**config.mk**
```make
export PLATFORM = sky130hd
export DESIGN_NAME = colour_symbol_signal_decoder
export DESIGN_NICKNAME = d
export VERILOG_FILES = /design/src/hw/rtl/cssd_pkg.sv /design/src/hw/rtl/colour_symbol_signal_decoder.sv
export SDC_FILE = /design/constraint.sdc
export NUM_CORES = 1
export LEC_CHECK = 0
export BUFFER_PORTS_ARGS = -buffer_cell sky130_fd_sc_hd__buf_2
export CAP_MARGIN = 20
export CORE_ASPECT_RATIO = 1.1
export CORE_UTILIZATION = 52
export DETAILED_ROUTE_END_ITERATION = 16
export PLACE_DENSITY = 0.78
export SLEW_MARGIN = 20
export SYNTH_ARGS = -nofsm -noshare
export SYNTH_HDL_FRONTEND = slang
export SYNTH_SLANG_ARGS = --single-unit
export TNS_END_PERCENT = 100
```
**constraint.sdc**
```tcl
create_clock -name clk_i -period 4.4 [get_ports clk_i]
set_input_delay 0.44 -clock clk_i [delete_from_list [all_inputs] [get_ports clk_i]]
set_output_delay 0.44 -clock clk_i [all_outputs]
set_load 0.02 [all_outputs]
```
**src/hw/rtl/cssd_pkg.sv**
```systemverilog
// ----------------------------------------------------------------------------
// Colour symbol signal decoder package
// Shared constants, colour codes, register indexes and the signal table.
// ----------------------------------------------------------------------------
package cssd_pkg;

  // default values for the top level parameters
  localparam int unsigned NUM_SIGNALS_DEF = 6;
  localparam int unsigned SAMPLE_BITS_DEF = 10;

  // number of entries in the signal table
  localparam int unsigned MAX_SIGNALS = 6;

  // configuration register file
  localparam int unsigned CFG_W     = 10;
  localparam int unsigned CFG_COUNT = 8;
  localparam int unsigned CFG_IDX_W = 3;

  // register indexes
  localparam logic [CFG_IDX_W-1:0] CFG_RED_LOW    = 3'd0;
  localparam logic [CFG_IDX_W-1:0] CFG_RED_HIGH   = 3'd1;
  localparam logic [CFG_IDX_W-1:0] CFG_GREEN_LOW  = 3'd2;
  localparam logic [CFG_IDX_W-1:0] CFG_GREEN_HIGH = 3'd3;
  localparam logic [CFG_IDX_W-1:0] CFG_BLUE_LOW   = 3'd4;
  localparam logic [CFG_IDX_W-1:0] CFG_BLUE_HIGH  = 3'd5;
  localparam logic [CFG_IDX_W-1:0] CFG_WHITE_LOW  = 3'd6;
  localparam logic [CFG_IDX_W-1:0] CFG_WHITE_HIGH = 3'd7;

  // register reset values, in index order
  typedef logic [CFG_W-1:0] cfg_word_t;
  localparam cfg_word_t CFG_RESET [CFG_COUNT] = '{
    10'd885, 10'd905, 10'd845, 10'd860, 10'd800, 10'd825, 10'd55, 10'd75
  };

  // colour band of a sample
  typedef enum logic [2:0] {
    CLS_NONE  = 3'd0,
    CLS_RED   = 3'd1,
    CLS_GREEN = 3'd2,
    CLS_BLUE  = 3'd3,
    CLS_WHITE = 3'd4
  } colour_e;

  // stored symbol: 0 empty, 1 red, 2 green, 3 blue
  typedef logic [1:0] symbol_t;
  localparam symbol_t SYM_NONE  = 2'd0;
  localparam symbol_t SYM_RED   = 2'd1;
  localparam symbol_t SYM_GREEN = 2'd2;
  localparam symbol_t SYM_BLUE  = 2'd3;

  typedef symbol_t pattern_t [3];

  // signal n is entry n-1
  localparam pattern_t SIGNAL_TABLE [MAX_SIGNALS] = '{
    '{SYM_RED,   SYM_BLUE,  SYM_GREEN},
    '{SYM_RED,   SYM_GREEN, SYM_BLUE},
    '{SYM_BLUE,  SYM_RED,   SYM_GREEN},
    '{SYM_BLUE,  SYM_GREEN, SYM_RED},
    '{SYM_GREEN, SYM_RED,   SYM_BLUE},
    '{SYM_GREEN, SYM_BLUE,  SYM_RED}
  };

  // result word, highest field first
  typedef struct packed {
    logic       pattern_error;
    logic [2:0] signal_number;
    logic       signal_valid;
    logic [2:0] colour_class;
  } result_t;

endpackage

```
**src/hw/rtl/colour_symbol_signal_decoder.sv**
```systemverilog
// ----------------------------------------------------------------------------
// Colour symbol signal decoder
// Classifies sensor samples into colour bands, collects three-colour symbol
// runs and decodes them into one of the known signals.
// ----------------------------------------------------------------------------
// An accepted word's result is registered in the output register, or in the
// skid register while the output waits, so input is taken while a result
// waits. Throughput: one word per cycle while the skid register is empty;
// classify and match sit between the symbol state and result registers.
// Reset: rst_ni clears the symbol store, fill count, last colour and valid
// flags and loads the band registers with their default bounds.
module colour_symbol_signal_decoder #(
  parameter int unsigned NUM_SIGNALS = cssd_pkg::NUM_SIGNALS_DEF,
  parameter int unsigned SAMPLE_BITS = cssd_pkg::SAMPLE_BITS_DEF
) (
  input  logic                                  clk_i,
  input  logic                                  rst_ni,
  // configuration write port
  input  logic                                  cfg_we_i,
  input  logic [cssd_pkg::CFG_IDX_W-1:0]        cfg_idx_i,
  input  logic [cssd_pkg::CFG_W-1:0]            cfg_wdata_i,
  // sample stream
  input  logic                                  s_axis_tvalid,
  output logic                                  s_axis_tready,
  // fields: raw_sample
  input  logic [((SAMPLE_BITS+7)/8)*8-1:0]      s_axis_tdata,
  // result stream
  output logic                                  m_axis_tvalid,
  input  logic                                  m_axis_tready,
  // fields: colour_class[2:0], signal_valid[3], signal_number[6:4],
  // pattern_error[7]
  output logic [7:0]                            m_axis_tdata
);

  import cssd_pkg::*;

  localparam int unsigned CmpW = (SAMPLE_BITS > CFG_W) ? SAMPLE_BITS : CFG_W;
  localparam logic [CFG_W-1:0] CfgMask =
    (SAMPLE_BITS >= CFG_W) ? {CFG_W{1'b1}} : CFG_W'((1 << SAMPLE_BITS) - 1);

  // band registers
  cfg_word_t cfg_q [CFG_COUNT];

  always_ff @(posedge clk_i or negedge rst_ni) begin
    if (!rst_ni) begin
      for (int i = 0; i < CFG_COUNT; i++) cfg_q[i] <= CFG_RESET[i];
    end else if (cfg_we_i) begin
      case (cfg_idx_i)
        CFG_RED_LOW:    cfg_q[0] <= cfg_wdata_i & CfgMask;
        CFG_RED_HIGH:   cfg_q[1] <= cfg_wdata_i & CfgMask;
        CFG_GREEN_LOW:  cfg_q[2] <= cfg_wdata_i & CfgMask;
        CFG_GREEN_HIGH: cfg_q[3] <= cfg_wdata_i & CfgMask;
        CFG_BLUE_LOW:   cfg_q[4] <= cfg_wdata_i & CfgMask;
        CFG_BLUE_HIGH:  cfg_q[5] <= cfg_wdata_i & CfgMask;
        CFG_WHITE_LOW:  cfg_q[6] <= cfg_wdata_i & CfgMask;
        CFG_WHITE_HIGH: cfg_q[7] <= cfg_wdata_i & CfgMask;
        default: ;
      endcase
    end
  end

  // symbol state
  symbol_t    slots_q [3];
  symbol_t    slots_d [3];
  logic [1:0] fill_q, fill_d;
  symbol_t    last_q, last_d;

  // result registers: output stage and skid stage
  logic    out_valid_q, skid_valid_q;
  result_t out_q, skid_q;

  logic    accept;
  logic    out_take;
  result_t res;

  logic [CmpW-1:0] sample;
  logic [CmpW-1:0] bound [CFG_COUNT];
  logic            in_band [4];
  colour_e         cls;
  logic            full;
  logic [2:0]      number;
  logic [1:0]      eff_fill;
  symbol_t         eff_last;
  symbol_t         sym;

  assign accept   = s_axis_tvalid && s_axis_tready;
  assign out_take = out_valid_q && m_axis_tready;

  // band windows, all bounds exclusive
  always_comb begin
    sample = CmpW'(s_axis_tdata[SAMPLE_BITS-1:0]);
    for (int i = 0; i < CFG_COUNT; i++) bound[i] = CmpW'(cfg_q[i]);
    for (int b = 0; b < 4; b++) begin
      in_band[b] = (sample > bound[2*b]) && (sample < bound[2*b+1]);
    end
    if (in_band[0])      cls = CLS_RED;
    else if (in_band[1]) cls = CLS_GREEN;
    else if (in_band[2]) cls = CLS_BLUE;
    else if (in_band[3]) cls = CLS_WHITE;
    else                 cls = CLS_NONE;
  end

  // pattern match against the first NUM_SIGNALS table entries
  always_comb begin
    number = 3'd0;
    for (int i = MAX_SIGNALS - 1; i >= 0; i--) begin
      if (i < NUM_SIGNALS && slots_q[0] == SIGNAL_TABLE[i][0] &&
          slots_q[1] == SIGNAL_TABLE[i][1] && slots_q[2] == SIGNAL_TABLE[i][2]) begin
        number = 3'(i + 1);
      end
    end
  end

  // next symbol state and result word
  always_comb begin
    full     = (fill_q == 2'd3);
    eff_fill = full ? 2'd0 : fill_q;
    eff_last = full ? SYM_NONE : last_q;
    sym      = cls[1:0];
    for (int i = 0; i < 3; i++) slots_d[i] = full ? SYM_NONE : slots_q[i];
    fill_d = eff_fill;
    last_d = eff_last;
    if (cls == CLS_RED || cls == CLS_GREEN || cls == CLS_BLUE) begin
      if (sym != eff_last) begin
        slots_d[eff_fill] = sym;
        fill_d            = eff_fill + 2'd1;
      end
      last_d = sym;
    end
    res.colour_class  = cls;
    res.signal_valid  = full && (number != 3'd0);
    res.signal_number = full ? number : 3'd0;
    res.pattern_error = full && (number == 3'd0);
  end

  // symbol state advances once per accepted word
  always_ff @(posedge clk_i or negedge rst_ni) begin
    if (!rst_ni) begin
      for (int i = 0; i < 3; i++) slots_q[i] <= SYM_NONE;
      fill_q <= 2'd0;
      last_q <= SYM_NONE;
    end else if (accept) begin
      for (int i = 0; i < 3; i++) slots_q[i] <= slots_d[i];
      fill_q <= fill_d;
      last_q <= last_d;
    end
  end

  // output and skid valid flags
  always_ff @(posedge clk_i or negedge rst_ni) begin
    if (!rst_ni) begin
      out_valid_q  <= 1'b0;
      skid_valid_q <= 1'b0;
    end else begin
      if (skid_valid_q) begin
        if (out_take) begin
          out_valid_q  <= 1'b1;
          skid_valid_q <= 1'b0;
        end
      end else if (accept) begin
        if (out_valid_q && !m_axis_tready) skid_valid_q <= 1'b1;
        else                               out_valid_q  <= 1'b1;
      end else if (out_take) begin
        out_valid_q <= 1'b0;
      end
    end
  end

  // result payload
  always_ff @(posedge clk_i) begin
    if (skid_valid_q) begin
      if (out_take) out_q <= skid_q;
    end else if (accept) begin
      if (out_valid_q && !m_axis_tready) skid_q <= res;
      else                               out_q  <= res;
    end
  end

  assign s_axis_tready = !skid_valid_q;
  assign m_axis_tvalid = out_valid_q;
  assign m_axis_tdata  = out_q;

  // a full store is always cleared by the next accepted word, which may store one new symbol
  assert property (@(posedge clk_i) disable iff (!rst_ni)
    (accept && fill_q == 2'd3) |=> (fill_q <= 2'd1))
    else $error("symbol store not cleared after match");

  // a held result never reports both a signal and an error
  assert property (@(posedge clk_i) disable iff (!rst_ni)
    out_valid_q |-> !(out_q.signal_valid && out_q.pattern_error))
    else $error("signal and pattern error both set");

  // the skid stage is only used behind a waiting output
  assert property (@(posedge clk_i) disable iff (!rst_ni)
    skid_valid_q |-> out_valid_q)
    else $error("skid holds a word while output is empty");

  // a stalled output word stays put
  assert property (@(posedge clk_i) disable iff (!rst_ni)
    (out_valid_q && !m_axis_tready) |=> (out_valid_q && $stable(out_q)))
    else $error("stalled result changed");

endmodule
```
== After elaboration in Yosys (flattened, before gate mapping) ==
Index checks and enable logic that the tools add are counted.
W data, S select, Z words.

* Equal/unequal tests: 24
* Muxes and demuxes: 37
* Order comparisons: 10
* $add $sub $neg: 1
* Bitwise operators: 2
* Reduce and logical (&&, ||, !) cells: 42

{| class="wikitable"
|+ Operator list
! cell !! number
|-
| $gt A10 B10 Y1 || 4
|-
| $lt A10 B10 Y1 || 4
|-
| $mux W3 || 11
|-
| $mux W8 || 4
|-
| $logic_and A1 B1 Y1 || 22
|-
| $mux W2 || 9
|-
| $reduce_and A2 Y1 || 8
|-
| $eq A2 B2 Y1 const B || 7
|-
| $eq A3 B2 Y1 const B || 4
|-
| $eq A3 B3 Y1 const B || 4
|-
| $mux W6 || 2
|-
| $mux W1 || 9
|-
| $reduce_and A3 Y1 || 3
|-
| $bwmux W6 || 1
|-
| $eq A2 B1 Y1 const B || 3
|-
| $eq A3 B1 Y1 const B || 2
|-
| $logic_not A3 Y1 || 2
|-
| $demux W2 S2 || 1
|-
| $reduce_bool A2 Y1 || 2
|-
| $ge A3 B3 Y1 const B || 1
|-
| $lt A3 B1 Y1 const B || 1
|-
| $ne A3 B3 Y1 const B || 1
|-
| $not A2 Y3 || 1
|-
| $reduce_bool A3 Y1 || 1
|-
| other kinds (7) || 9
|}

* Register bits: 108
* Input port bits: 34

== Logic depth before layout (Yosys ltp) ==
* Depth in word-level cells: 14
* Mapped depth: 11
* Gate-level depth less buffers: 10

== Worst setup path before layout ==
Ideal clock, no wire load.

* Path type: input port to flip-flop
* Start point: in s_axis_tdata[7]
* End point: reg slots_q[0] (netlist bit)
* Cell stages on the path: 9
* Arrival time: 2.342 ns
* Path slack: 1.929 ns
* Data required time: 4.271 ns
* Path through: ha_1 -> a21o_1 -> a21o_1 -> a221o_1 -> a221oi_4 -> nor3b_4 -> or3_1 -> o211ai_1 -> o31ai_1

* Cells in the longest elaborated chain, start to end: 10
* Elaborated cells between the ends (all ways): 25
* Those cells by class: order compare (8); eq/ne (4); mux (7); reduce/logical (6)

{| class="wikitable"
|+ RTL lines
! item !! RTL line !! RTL
|-
| start: declaration || colour_symbol_signal_decoder.sv:26 || <nowiki>input logic [((SAMPLE_BITS+7)/8)*8-1:0] s_axis_tdata,</nowiki>
|-
| $gt A10 B10 Y1 / $lt A10 B10 Y1 (equally long branches) || colour_symbol_signal_decoder.sv:94 || <nowiki>in_band[b] = (sample > bound[2*b]) && (sample < bound[2*b+1]);</nowiki>
|-
| $logic_and A1 B1 Y1 || colour_symbol_signal_decoder.sv:94 ||
|-
| $mux W3 || colour_symbol_signal_decoder.sv:99 || <nowiki>else if (in_band[3]) cls = CLS_WHITE;</nowiki>
|-
| $mux W3 || colour_symbol_signal_decoder.sv:98 || <nowiki>else if (in_band[2]) cls = CLS_BLUE;</nowiki>
|-
| $mux W3 || colour_symbol_signal_decoder.sv:97 || <nowiki>else if (in_band[1]) cls = CLS_GREEN;</nowiki>
|-
| $mux W3 * || colour_symbol_signal_decoder.sv:96 || <nowiki>if (in_band[0]) cls = CLS_RED;</nowiki>
|-
| $eq A3 B1 Y1 / $eq A3 B2 Y1 (equally long branches) || colour_symbol_signal_decoder.sv:123 || <nowiki>if (cls == CLS_RED || cls == CLS_GREEN || cls == CLS_BLUE) begin</nowiki>
|-
| $logic_or A1 B1 Y1 (2 in series) || colour_symbol_signal_decoder.sv:123 ||
|-
| $mux W6 * || colour_symbol_signal_decoder.sv:123 ||
|-
| end: declaration || colour_symbol_signal_decoder.sv:63 || <nowiki>symbol_t slots_q [3];</nowiki>
|}

Every way passes the cells marked *; elsewhere a longest branch is shown, timed or not.
A chain may end at the register's enable or synchronous reset.

== Worst setup path in the final report ==
* Start point: reg cfg_q (netlist bit bound[67])
* End point: reg slots_q[5] (netlist bit)

* Cells in the longest elaborated chain, start to end: 7
* Elaborated cells between the ends (all ways): 12
* Those cells by class: order compare (1); eq/ne (4); mux (4); reduce/logical (3)

{| class="wikitable"
|+ RTL lines
! item !! RTL line !! RTL
|-
| start: declaration || colour_symbol_signal_decoder.sv:42 || <nowiki>cfg_word_t cfg_q [CFG_COUNT];</nowiki>
|-
| $lt A10 B10 Y1 * || colour_symbol_signal_decoder.sv:94 ||
|-
| $logic_and A1 B1 Y1 * || colour_symbol_signal_decoder.sv:94 ||
|-
| $mux W3 * || colour_symbol_signal_decoder.sv:96 ||
|-
| $eq A3 B1 Y1 / $eq A3 B2 Y1 (equally long branches) || colour_symbol_signal_decoder.sv:123 ||
|-
| $logic_or A1 B1 Y1 (2 in series) || colour_symbol_signal_decoder.sv:123 ||
|-
| $mux W6 * || colour_symbol_signal_decoder.sv:123 ||
|}

Marked as above.

==> results.sh <==
export IMPL_outcome="finished clean"
export IMPL_fin_ws_ns=1.49
export IMPL_vias_per_cell=5.82
export IMPL_core_um2=11600
export IMPL_dieArea_um2=12600
export IMPL_place_ws_ns=1.39
export IMPL_hpwl_mm=10.2
export IMPL_async_reset_ff_frac=0.852
export IMPL_met3_usage=0.0327
export IMPL_synth_cells=604
export IMPL_critPathSlowestCell="dfstp_2"
export IMPL_cts_max_level=3
export IMPL_syn_num_nets=717
export IMPL_path_clk_slew_ns=0.07
export IMPL_grtUsageTotal=0.242
export IMPL_synth_seq_cells=108
export IMPL_final_hold_violation_count=0
export IMPL_rows=41
export IMPL_end_kind="flip-flop"
export IMPL_vdd_drop_max_uv=306
export IMPL_num_antenna_cells=0
export IMPL_crit_fanout=11
export IMPL_finalCritPeriodShare=0.662
export IMPL_die_y_um=118
export IMPL_slew_headroom=0.419
export IMPL_cts_tree="yes"
export IMPL_leakage_nw=3.23
export IMPL_grt_max_degree=69
export IMPL_worst_slew_pin_slew_ns=0.871
export IMPL_yosys_top_cells_count="inv_1 (86), ha_1 (79), nand2_1 (51), o21ai_0 (51)"
export IMPL_cap_violations=0
export IMPL_syn_to_final_growth_pct=10.5
export IMPL_reg2reg_slack_ns=1.49
export IMPL_finalNetCount=755
export IMPL_ctsResizeCount=0
export IMPL_start_kind="flip-flop"
export IMPL_drt_total_wl_mm=14.4
export IMPL_cts_sinks=108
export IMPL_ys_flop_type="dfrtp_1"
export IMPL_ctsRootBufferMaster="clkbuf_16"
export IMPL_cts_made_buffers=9
export IMPL_rsz0062_at_grt="false"
export IMPL_yosysSeqAreaShare=0.448
export IMPL_cpMostUsedCell="o211ai_2"
export IMPL_path_cells="inv_1, ha_1, a211oi_1, nor2_1, a311oi_2, o211ai_2, or4_1, o211ai_2, or2_0, o31ai_1"
export IMPL_drt_pass1_iterations=4
export IMPL_initial_core_util=0.544
export IMPL_fill_cells=924
export IMPL_grt_pass1_wl_mm=23.5
export IMPL_postCtsHoldBufs=0
export IMPL_critPathKind="reg -> reg"
export IMPL_synth_most_common_cell="inv_1"
export IMPL_hold_class="in -> async"
export IMPL_cpPeakStageDelay_ns=0.52
export IMPL_yosysTopAreaCellShare=0.198
export IMPL_io_pins=44
export IMPL_fmax_mhz=343
export IMPL_clock_path_buffers=2
export IMPL_clkLatencyLatePin_ns=0.35
export IMPL_yosysUniqueCellTypes=53
export IMPL_ant_nets=0
export IMPL_grt_pass1_vias=4868
export IMPL_grt_ovfl_total=0
export IMPL_finalMaxSlewViolations=0
export IMPL_setup_viol=0
export IMPL_synth_area_leaders="dfrtp_1 (20%), dfstp_2 (17%), ha_1 (16%)"
export IMPL_layout_drive_gt1_share=0.244
export IMPL_fin_cells=797
export IMPL_critPathRequiredTime_ns=4.63
export IMPL_yosysWarningCount=0
export IMPL_detail_route_wl_per_cell_um=18.0
export IMPL_yosys_area_top_type="dfrtp_1"
export IMPL_post_cts_buffers=0
export IMPL_portBuffers=37
export IMPL_netlist_area_um2=6330
export IMPL_power_density_nw_per_um2=498
export IMPL_vias=4639
export IMPL_skew_ns=0.00734
export IMPL_gp_congestion=0.827
export IMPL_arrival_ns=3.14
export IMPL_drt_first_iter_violations=261
export IMPL_grt_busiest_layer="met2"
export IMPL_synth_edff_count=16
export IMPL_dp_cells=780
export IMPL_grt_use_met2=0.433
export IMPL_worst_r2r_path_depth=10
export IMPL_tns_ns=0
export IMPL_fin_crit_ns=2.91
export IMPL_met1_usage=0.290
export IMPL_dieWidth_um=107
export IMPL_drc=0
export IMPL_syn_avg_cell_area_um2=10.5
export IMPL_antenna_found_initial=0
==> metrics by stage <==
stage / area, µm² / hold WS, ns / power [mW] / utilization
after floorplan: 6330 / 0.144 / 2.31 / -
after global routing: 7000 / 0.260 / 3.70 / 0.601
final: 7000 / 0.173 / 3.49 / 0.601
after global placement: 6670 / 0.487 / 2.53 / 0.573
after CTS: 6980 / 0.233 / 3.50 / 0.599
after detailed placement: 6670 / 0.494 / 2.64 / 0.573
==> cell families (layout without fill, tap and decap cells) <==
family,after synthesis,count (layout),share of synthesized area
flops,108,108,0.448
fa+ha+maj,79,79,0.156
buf+inv,101,144,0.0612
mux,50,50,0.0889
simple gates,132,132,0.109
xor+xnor,2,2,0.00277
compound gates,132,132,0.134
==> where the power goes <==
group / internal [mW] / switching (mW) / leakage [nW]
logic: 0.476 / 0.671 / 1.88
clock network: 0.478 / 0.370 / 0.145
registers: 1.35 / 0.145 / 1.20
==> layout by cell type (no fill, tap or decap), types with 10 or more instances in the layout <==
master      n
inv_1      86
ha_1       79
o21ai_0    51
nand2_1    51
mux2_2     50
dfrtp_1    50
dfstp_2    42
buf_2      36
a21oi_1    26
nor2_1     18
edfxtp_1   16
nand4_1    12
a21o_1     12
clkbuf_16  10
==> final cells by class <==
type / count / area, µm² / share of cell area
timing repair buffer: 41 / 221 / 0.0317
clock inverter: 3 / 46.3 / 0.00662
sequential: 108 / 2840 / 0.405
tap: 150 / 188 / 0.0268
inverter: 87 / 327 / 0.0467
clock buffer: 13 / 262 / 0.0374
multi-input combinational: 395 / 3120 / 0.446
==> worst max-delay path, delay by kind of cell (launching register included) <==
family,cells,cell delay (ns)
simple gates,3,0.89
fa+ha+maj,1,0.29
buf+inv,1,0.05
compound gates,5,1.05
flops,1,0.52
==> routing by layer <==
| layer | vias to the layer above | share of wire |
|---|---|---|
| met3 | 27 | 0.044 |
| met4 | 0 | 0.022 |
| met2 | 116 | 0.52 |
| li1 | 2200 | - |
| met1 | 2296 | 0.41 |
| met5 | - | 0 |
==> state kept, by name, indices dropped and copies added (netlist names) <==
register       count
fill_q             2
m_axis_tvalid      1
skid_valid_q       1
m_axis_tdata       8
bound             80
skid_q             8
slots_q            6
last_q             2
==> final timing paths <==
path,end,from
worst max-delay path,slots_q[5]$_DFFE_PN0P_,bound[67]$_DFFE_PN1P_
max in group asynchronous,bound[48]$_DFFE_PN1P_,rst_ni
worst max register to register,slots_q[5]$_DFFE_PN0P_,bound[67]$_DFFE_PN1P_
worst min-delay path,slots_q[3]$_DFFE_PN0P_,rst_ni
min in group clk_i,skid_valid_q$_DFF_PN0_,m_axis_tready
worst min register to register,bound[45]$_DFFE_PN0P_,bound[45]$_DFFE_PN0P_
(Power assumes the default switching activity.)
